## src/design/dwa_pkg.sv

```systemverilog
// shared types, codes and constants of the dfa word acceptor
package dwa_pkg;

  // default sizes, handed to the top level parameters
  localparam int NUM_STATES_DEF  = 16;
  localparam int SYMBOL_BITS_DEF = 8;

  // fixed field widths
  localparam int KIND_W   = 3;
  localparam int STATE_W  = 4;
  localparam int SYM_W    = 8;
  localparam int REASON_W = 3;
  // wide enough to compare any field against a count up to 256
  localparam int CMP_W    = 9;

  // configuration port
  localparam int CFG_AW      = 3;
  localparam int CFG_DW      = 32;
  localparam int REG_SEL_BIT = 2;
  localparam logic REG_START_STATE = 1'b0;
  localparam logic REG_START_VALID = 1'b1;

  // item kinds
  localparam logic [KIND_W-1:0] K_LOAD  = 3'd0;
  localparam logic [KIND_W-1:0] K_FINAL = 3'd1;
  localparam logic [KIND_W-1:0] K_ALPHA = 3'd2;
  localparam logic [KIND_W-1:0] K_CHAR  = 3'd3;
  localparam logic [KIND_W-1:0] K_END   = 3'd4;

  // word result reasons
  localparam logic [REASON_W-1:0] RSN_OK        = 3'd0;
  localparam logic [REASON_W-1:0] RSN_BAD_DFA   = 3'd1;
  localparam logic [REASON_W-1:0] RSN_ALPHABET  = 3'd2;
  localparam logic [REASON_W-1:0] RSN_NO_TRANS  = 3'd3;
  localparam logic [REASON_W-1:0] RSN_NOT_FINAL = 3'd4;

  // controller states
  typedef enum logic [1:0] {
    S_CLEAR,
    S_IDLE,
    S_LOAD,
    S_CHAR
  } state_t;

  // controller to datapath
  typedef struct packed {
    logic sweep;     // clearing pass: write zero, advance sweep counter
    logic take;      // input transfer this cycle
    logic load_fin;  // table entry read back for a transition load
    logic char_fin;  // table entry read back for a word character
  } dwa_cmd_t;

  // datapath to controller
  typedef struct packed {
    logic sweep_done;
    logic need_load;
    logic need_char;
    logic is_end;
  } dwa_stat_t;

endpackage

```

## src/design/dwa_ctrl.sv

```systemverilog
// controller: clearing pass, item sequencing and output handshake
module dwa_ctrl (
  input  logic              clk,
  input  logic              rst,
  input  logic              in_valid,
  output logic              in_stall,
  output logic              out_valid,
  input  logic              out_stall,
  input  dwa_pkg::dwa_stat_t stat,
  output dwa_pkg::dwa_cmd_t  cmd
);
  import dwa_pkg::*;

  state_t state;
  state_t state_next;
  logic   out_valid_next;
  logic   slot_free;
  logic   accept;

  // state and output slot registers
  always_ff @(posedge clk) begin
    if (rst) begin
      state     <= S_CLEAR;
      out_valid <= 1'b0;
    end else begin
      state     <= state_next;
      out_valid <= out_valid_next;
    end
  end

  // an item is taken when idle and the result slot can hold a new result
  assign slot_free = !out_valid || !out_stall;
  assign in_stall  = !((state == S_IDLE) && slot_free);
  assign accept    = in_valid && !in_stall;

  // result slot stays full while stalled, fills on an end of word
  assign out_valid_next = (out_valid && out_stall) || (accept && stat.is_end);

  // next state and commands
  always_comb begin
    state_next   = state;
    cmd          = '0;
    unique case (state)
      S_CLEAR: begin
        cmd.sweep = 1'b1;
        if (stat.sweep_done) begin
          state_next = S_IDLE;
        end
      end
      S_IDLE: begin
        cmd.take = accept;
        if (accept && stat.need_load) begin
          state_next = S_LOAD;
        end else if (accept && stat.need_char) begin
          state_next = S_CHAR;
        end
      end
      S_LOAD: begin
        cmd.load_fin = 1'b1;
        state_next   = S_IDLE;
      end
      S_CHAR: begin
        cmd.char_fin = 1'b1;
        state_next   = S_IDLE;
      end
      default: begin
        state_next = S_IDLE;
      end
    endcase
  end

endmodule

```

## config.mk

```make
export PLATFORM = sky130hd
export DESIGN_NAME = dwa_ctrl
export DESIGN_NICKNAME = d
export VERILOG_FILES = /design/src/design/dwa_pkg.sv /design/src/design/dwa_ctrl.sv
export SDC_FILE = /design/constraint.sdc
export NUM_CORES = 1
export LEC_CHECK = 0
export BUFFER_PORTS_ARGS = -buffer_cell sky130_fd_sc_hd__buf_2
export CORE_AREA = 2 2 39 41
export CTS_BUF_LIST = sky130_fd_sc_hd__clkbuf_8
export CTS_CLUSTER_DIAMETER = 200
export DETAILED_ROUTE_END_ITERATION = 12
export DIE_AREA = 0 0 41 43
export GPL_ROUTABILITY_DRIVEN = 0
export RECOVER_POWER = 50
export SLEW_MARGIN = 20
export SYNTH_ARGS = -nofsm -noshare
export SYNTH_HDL_FRONTEND = slang
export SYNTH_SLANG_ARGS = --single-unit
```

## constraint.sdc

```tcl
create_clock -name clk -period 1.4 [get_ports clk]
set_clock_uncertainty 0.2 [all_clocks]
set_input_delay 0.28 -clock clk [delete_from_list [all_inputs] [get_ports clk]]
set_output_delay 0.28 -clock clk [all_outputs]
set_load 0.05 [all_outputs]
```

==> results of run 1 <==
-- metal layers --
metal	GRT usage [%]	wire (um)
met1	9.325	289
met2	11.25	278
met3	3.141	50
met4	8.000	0
met5	0	0
-- stage by stage --
| stage | power, mW | instances | setup WS (ns) | utilization, % | hold slack [ns] |
|---|---|---|---|---|---|
| 2_1_floorplan | 0.1544 | 17 | -0.06065 | - | 0.1417 |
| 3_3_place_gp | 0.1881 | 51 | 0.007659 | 21.43 | 0.2754 |
| 3_5_place_dp | 0.1889 | 51 | -0.01021 | 21.43 | 0.2758 |
| 4_1_cts | 0.4728 | 58 | -0.1171 | 30.74 | 0.04686 |
| 5_1_grt | 0.4859 | 59 | -0.1281 | 31.28 | 0.05518 |
| 6_report | 0.4717 | 59 | -0.1156 | 31.28 | 0.04972 |
-- worst max-delay path, delay by kind of cell (launching register included) --
family | cells | cell delay [ns]
DFF | 1 | 0.32
buffers and inverters | 2 | 0.28
and+or+nand+nor | 1 | 0.22
-- state kept, by name (all words and copies together), names as in the netlist --
register   cells
out_valid      1
state          2
-- path summary, 6_finish.rpt --
kind	slack, ns	endpoint
setup reg to reg	0.13	state[0]
setup / recovery	-0.12	cmd[1]
hold reg to reg	0.45	out_valid
hold / removal	0.05	out_valid
-- area by class of cell --
class                      instances  area (um^2)  share of cell area, %
clock buffer                       3        41.29                  9.538
clock inverter                     1        3.754                 0.8671
multi-input combinational         14        125.1                  28.90
sequential                         3        63.81                  14.74
tap                               16        20.02                  4.624
timing repair buffer              22        178.9                  41.33
-- power breakdown --
| group | switching [mW] | internal [mW] | total, mW |
|---|---|---|---|
| combinational | 0.0635 | 0.0644 | 0.128 |
| sequential | 0.00396 | 0.0914 | 0.0954 |
| clock | 0.0614 | 0.187 | 0.248 |
| total | 0.129 | 0.343 | 0.472 |
-- kinds of logic (layout without fill, tap and decap cells) --
| logic type | after synthesis | after routing | synth area share, % |
|---|---|---|---|
| compound gates | 3 | 3 | 18.04 |
| buf+inv | 0 | 26 | 0 |
| flops | 3 | 3 | 36.09 |
| simple gates | 11 | 11 | 45.87 |
-- cells in the final DEF, fill, tap and decap left out, types with 3 or more instances in the layout --
cell / count
clkbuf_8: 3
buf_6: 3
buf_8: 3
dfxtp_2: 3
buf_4: 8
buf_2: 8
-- timing repair --
item	4_1_cts	5_1_grt
buffers inserted	3	1
endpoints found under the setup margin	5	5
pin swaps	3	0
resized for setup	20	0
==> flow_summary.toml, run 1 <==
[outcome]
status = "finished, violations left"
failed_checks = "setup timing"

[logic_synthesis]
synth.most_common_cell = "dfxtp_1"
yosys.area.top_type_share_pct = 36.09
syn_nets = 25
synth_area_um2 = 166.4
yosysUniqueCellTypes = 14
synth_top_cell_by_area = "dfxtp_1"
synth_edf_count = 0
synth_seq_area_share_pct = 36.09
ys_warn_count = 0
synth_cells = 17
synth_seq_cells = 3
syn_area_per_cell_um2 = 9.789
yosys_most_used_dff = "dfxtp_1"
yosys-top-cells-count = "3 x dfxtp_1, 2 x nand2_1"
netlist_top_cells_area = "dfxtp_1 36%, a311oi_2 9.0%, nor2b_4 8.3%, o21ba_2 6.0%, and2b_2 5.3%"
async_reset_ff_share_pct = 0

[timing]
period_needed_ns = 1.516
final-max-slew-violation-count = 0
finalHoldViolations = 0
max_slew_margin_pct = 84.34
fin_setup_tns_ns = -0.3545
period_share_pct = 108.3
timing.fmax_ghz = 0.6598
setup_slack_ns = -0.1156
rsz0062_at_grt = "true"
setup_violations = 5
worst_pin_slew_ns = 0.2330

[routing]
drc = 0
dr.first_iter.drc_count = 4
postRouteAntennaNets = 0
dr.pass1.iters = 3
num_vias = 221
wl_per_cell_um = 10.46
avgViaCountPerCell = 3.746
routed_wl_um = 617

[clock_tree]
postCtsHoldBufs = 0
clk_pin_slew_ns = 0.03
cts_tree = "yes"
cts_buffer_depth = 2
cts_sinks = 3
cts_root_buffer = "clkbuf_8"
insertion_delay_ns = 0.22
htree_levels = 1
cts_buffers = 3

[worst_hold_path]
hold_path.class = "in2reg"
worstHoldStart = "rst"
whs_path_depth = 2

[floorplanning]
start_util_pct = 12.03
row_count = 14
top_level_ports = 14
coreArea_um2 = 1384
die_w_um = 41
die_h_um = 43
die_area_um2 = 1763

[placement]
portBuffers = 13
dpl-instance-area_um2 = 296.5

[global_routing]
grt_pass1_wl_um = 897
first_global_vias = 228
antenna_found_initial = 0
track_usage_pct = 8.333
grt_overflow = 0
grt_max_degree = 6

[critical_path]
start_kind = "flop"
criticalPathCategory = "reg2out"
cp-startpoint = "state[0]"
crit_required_ns = 0.92
slowest_stage = "dfxtp_2"
end_kind = "output pin"
crit_fanout = 5
r2r-start = "state[0]"
arrival_ns = 1.04
reg2regPathDepth = 5
path_cells = "buf_4, and2b_2, buf_6"
cpPeakStageDelay_ns = 0.32

[finish]
area_growth_syn_to_layout_pct = 160.1
nets = 52
layout-drive-gt1-share_pct = 86.05
fill_cells = 149
fin_area_um2 = 432.9
n_antenna_cell = 0

[power_and_ir_drop]
peakVddDrop_uv = 530.4
p_per_area_nw_per_um2 = 1090
leakage_nw = 0.2090

[run]
cap_violations = 0
Power figures use the tool's default switching activity.
==> run 2, diff against run 1 <==
--- a/config.mk
+++ b/config.mk
@@ -13,6 +13,7 @@
 export DIE_AREA = 0 0 41 43
 export GPL_ROUTABILITY_DRIVEN = 0
 export RECOVER_POWER = 50
+export SETUP_SLACK_MARGIN = 0.15
 export SLEW_MARGIN = 20
 export SYNTH_ARGS = -nofsm -noshare
 export SYNTH_HDL_FRONTEND = slang
==> flow_summary.toml, run 2 (same netlist as run 1, synthesis figures left out) <==
[placement]
dpl-instance-area_um2 = 306.5
portBuffers = 13
dp_hpwl_um = 380.2
dp_slack_ns = -0.006454

[finish]
reg_top3 = "state (2), out_valid (1)"
multi_input_area_um2 = 130.1
fill_cells = 141
seq_area_um2 = 68.82
regMostFlops = "state"
largest_register_ffs = 2
nets = 51
layout-drive-gt1-share_pct = 85.71
n_antenna_cell = 0
final_cell_mix = "7 x buf_2, 7 x buf_4, 4 x buf_6"
fin_util_pct = 31.92
fin_area_um2 = 441.7
area_growth_syn_to_layout_pct = 165.4

[outcome]
status = "finished, violations left"
failed_checks = "setup timing"

[floorplanning]
die_h_um = 43
row_count = 14
die_w_um = 41
top_level_ports = 14
coreArea_um2 = 1384
die_area_um2 = 1763
start_util_pct = 12.03

[critical_path]
crit_family = "flip-flops"
crit_fanout = 6
criticalPathCategory = "reg2out"
end_kind = "output pin"
start_kind = "flop"
cpPeakStageDelay_ns = 0.35
critPathBufInv = 1
slowest_stage = "dfxtp_4"
arrival_ns = 1.01
path_cells = "nor2b_4, and3_4, buf_8"
crit_required_ns = 0.92

[global_routing]
grt_pass1_wl_um = 793
first_global_vias = 174
antenna_found_initial = 0
track_usage_pct = 7.530
grt_overflow = 0
grt_max_degree = 7

[timing]
period_share_pct = 106.7
setup_slack_ns = -0.09344
timing.fmax_ghz = 0.6696
max_slew_margin_pct = 85.43
setup_violations = 5
rsz0062_at_grt = "true"
worst_pin_slew_ns = 0.2168
finalHoldViolations = 0
final-max-slew-violation-count = 0
period_needed_ns = 1.493

[run]
cap_violations = 0

[routing]
routed_wl_um = 516
dr.first_iter.drc_count = 3
num_vias = 218
avgViaCountPerCell = 3.759
drc = 0
postRouteAntennaNets = 0
wl_per_cell_um = 8.897
dr.pass1.iters = 2

[power_and_ir_drop]
p_per_area_nw_per_um2 = 1043
p_total_mw = 0.4607
leakage_nw = 0.2128
peakVddDrop_uv = 313.3

[clock_tree]
clk_pin_slew_ns = 0.03
insertion_delay_ns = 0.21
cts_buffer_depth = 2
postCtsHoldBufs = 0
cts_buffers = 3
cts_sinks = 3
htree_levels = 1
cts_root_buffer = "clkbuf_8"
cts_tree = "yes"

[worst_hold_path]
hold_path.class = "in2reg"
-- run 2: cell types whose count changed in the layout (fill, tap and decap cells not counted), sizes merged --
cell  before  now
buf       22   21
-- run 2: worst paths after layout --
kind / start / end / depth (start not counted) / slack [ns]
max: state[1] / cmd[2] / 3 / -0.09
min reg2reg: state[1] / out_valid / 2 / 0.39
min: rst / out_valid / 2 / 0.06
max reg2reg: state[0] / state[0] / 4 / 0.22
-- run 2: repair_timing --
item / 4_1_cts / 5_1_grt
setup buffers: 3 / 0
setup endpoints to repair: 6 / 6
endpoints found under the hold margin: 0 / 0
resized for setup: 20 / 1
-- run 2: report_power, final --
group / leakage [nW] / switching [mW] / total (mW) / internal [mW]
clock: 0.0269 / 0.0561 / 0.243 / 0.187
sequential: 0.0264 / 0.00457 / 0.0933 / 0.0887
combinational: 0.160 / 0.0621 / 0.125 / 0.0627
total: 0.213 / 0.123 / 0.461 / 0.338
-- run 2: final cells by class --
type                            count  area share [%]
Timing Repair Buffer               21           40.23
Multi-Input combinational cell     14           29.46
Sequential cell                     3           15.58
Clock buffer                        3           9.348
Tap cell                           16           4.533
Clock inverter                      1          0.8499
-- run 2: metrics by stage --
stage,hold WS (ns),instances,TNS (ns)
final,0.05785,58,-0.2935
after global routing,0.05933,58,-0.4642
after CTS,0.05292,58,-0.3142
after detailed placement,0.2769,51,-0.006454
after global placement,0.2720,51,-0.001471
after floorplan,0.1394,17,0
-- run 2: per-layer routing --
metal / global-route usage, % / vias up / share of wire (%)
li1: - / 111 / -
met1: 9.968 / 92 / 47
met2: 8.125 / 13 / 42
met3: 3.141 / 2 / 8.3
met4: 8.000 / 0 / 2.9
met5: 0 / - / 0
==> run 3, diff against run 2 <==
--- a/config.mk
+++ b/config.mk
@@ -18,3 +18,4 @@
 export SYNTH_ARGS = -nofsm -noshare
 export SYNTH_HDL_FRONTEND = slang
 export SYNTH_SLANG_ARGS = --single-unit
+export TNS_END_PERCENT = 20
==> flow_summary.toml, run 3 (same netlist as run 1, synthesis figures left out) <==
[routing]
dr.first_iter.drc_count = 2
num_vias = 208
routed_wl_um = 482
avgViaCountPerCell = 3.714
wl_met3_um = 42
wl_per_cell_um = 8.607
dr_wl_met2_um = 197
drc = 0
dr.pass1.iters = 4
highest_layer = "met4"
postRouteAntennaNets = 0
met1_length_um = 227

[timing]
worst_pin_slew_ns = 0.2496
timing.fmax_ghz = 0.6610
holdWs_ns = 0.05662
rsz0062_at_grt = "true"
max_slew_margin_pct = 83.47
period_share_pct = 108.1
finalHoldViolations = 0
setup_violations = 5
period_needed_ns = 1.513
setup_slack_ns = -0.1129
final-max-slew-violation-count = 0

[floorplanning]
row_count = 14
die_w_um = 41
die_area_um2 = 1763
start_util_pct = 12.03
top_level_ports = 14
die_h_um = 43
coreArea_um2 = 1384

[worst_hold_path]
hold_path.class = "in2reg"
whs_path_depth = 2

[global_routing]
grt_pass1_wl_um = 752
first_global_vias = 165
track_usage_pct = 7.129
grt_overflow = 0
grt_max_degree = 7
antenna_found_initial = 0

[clock_tree]
postCtsHoldBufs = 0
cts_buffers = 3
cts_tree = "yes"
cts_buffer_depth = 2
insertion_delay_ns = 0.21
clk_pin_slew_ns = 0.03
htree_levels = 1
cts_root_buffer = "clkbuf_8"
cts_sinks = 3

[critical_path]
start_kind = "flop"
reg2regPathDepth = 3
end_kind = "output pin"
cpPeakStageDelay_ns = 0.32
path_cells = "nor2b_4, and3_4, buf_8"
crit_fanout = 3
slowest_stage = "dfxtp_2"
crit_required_ns = 0.92
criticalPathCategory = "reg2out"
arrival_ns = 1.03

[finish]
n_antenna_cell = 0
regMostFlops = "state"
final_common_cell = "buf_2"
final_cell_mix = "8 x buf_2, 6 x buf_4, 3 x clkbuf_8, 3 x buf_6"
fin_util_pct = 28.84
reg_top3 = "state (2), out_valid (1)"
layout-drive-gt1-share_pct = 85.00
final_cell_count_no_fill = 56
nets = 49
area_growth_syn_to_layout_pct = 139.8
largest_register_ffs = 2

[outcome]
status = "finished, violations left"
failed_checks = "setup timing"

[power_and_ir_drop]
p_total_mw = 0.4506
peakVddDrop_uv = 310.2
leakage_nw = 0.1899
p_per_area_nw_per_um2 = 1129

[placement]
dp_hpwl_um = 380.2
portBuffers = 13
dp_cells = 51

[run]
cap_violations = 0
[run 3: final cells by class]
| class | instances | area [um^2] |
|---|---|---|
| Fill cell | 146 | 984.7 |
| Clock inverter | 1 | 3.754 |
| Timing Repair Buffer | 19 | 148.9 |
| Clock buffer | 3 | 41.29 |
| Multi-Input combinational cell | 14 | 118.9 |
| Sequential cell | 3 | 66.31 |
| Tap cell | 16 | 20.02 |
[run 3: worst paths after layout]
path | start | to | slack (ns)
min | rst | out_valid | 0.06
max | state[0] | cmd[2] | -0.11
min reg2reg | state[1] | out_valid | 0.40
max reg2reg | state[0] | state[0] | 0.34
[run 3: stage by stage]
stage               setup WS (ns)  area [um^2]  setup TNS (ns)
CTS                       -0.1176        399.1         -0.3460
floorplan                  0.1155        183.9               0
global placement        -0.001471        306.5       -0.001471
global route              -0.1560        399.1         -0.5144
finish                    -0.1129        399.1         -0.3048
detailed placement      -0.006454        306.5       -0.006454
[run 3: repair_timing]
action / 4_1_cts / 5_1_grt
endpoints found under the setup margin: 6 / 6
gates cloned: 0 / 0
gates resized for setup: 13 / 0
buffers inserted: 1 / 0
[run 3: per-layer routing]
metal | global-route usage [%] | vias to the layer above
li1 | - | 107
met1 | 9.646 | 86
met2 | 7.187 | 13
met3 | 3.141 | 2
met4 | 8.000 | 0
met5 | 0 | -
[run 3: report_power, final]
group | switching [mW] | total, mW | internal, mW
Combinational | 0.0587 | 0.115 | 0.0559
Clock | 0.0555 | 0.242 | 0.187
Sequential | 0.00390 | 0.0940 | 0.0901
Total | 0.118 | 0.451 | 0.332
[run 3: critical path: cells and delay by family (launching register included)]
family | cells | cell delay (ns)
flip-flops | 1 | 0.32
buffers and inverters | 1 | 0.14
AND/OR/NAND/NOR | 2 | 0.36
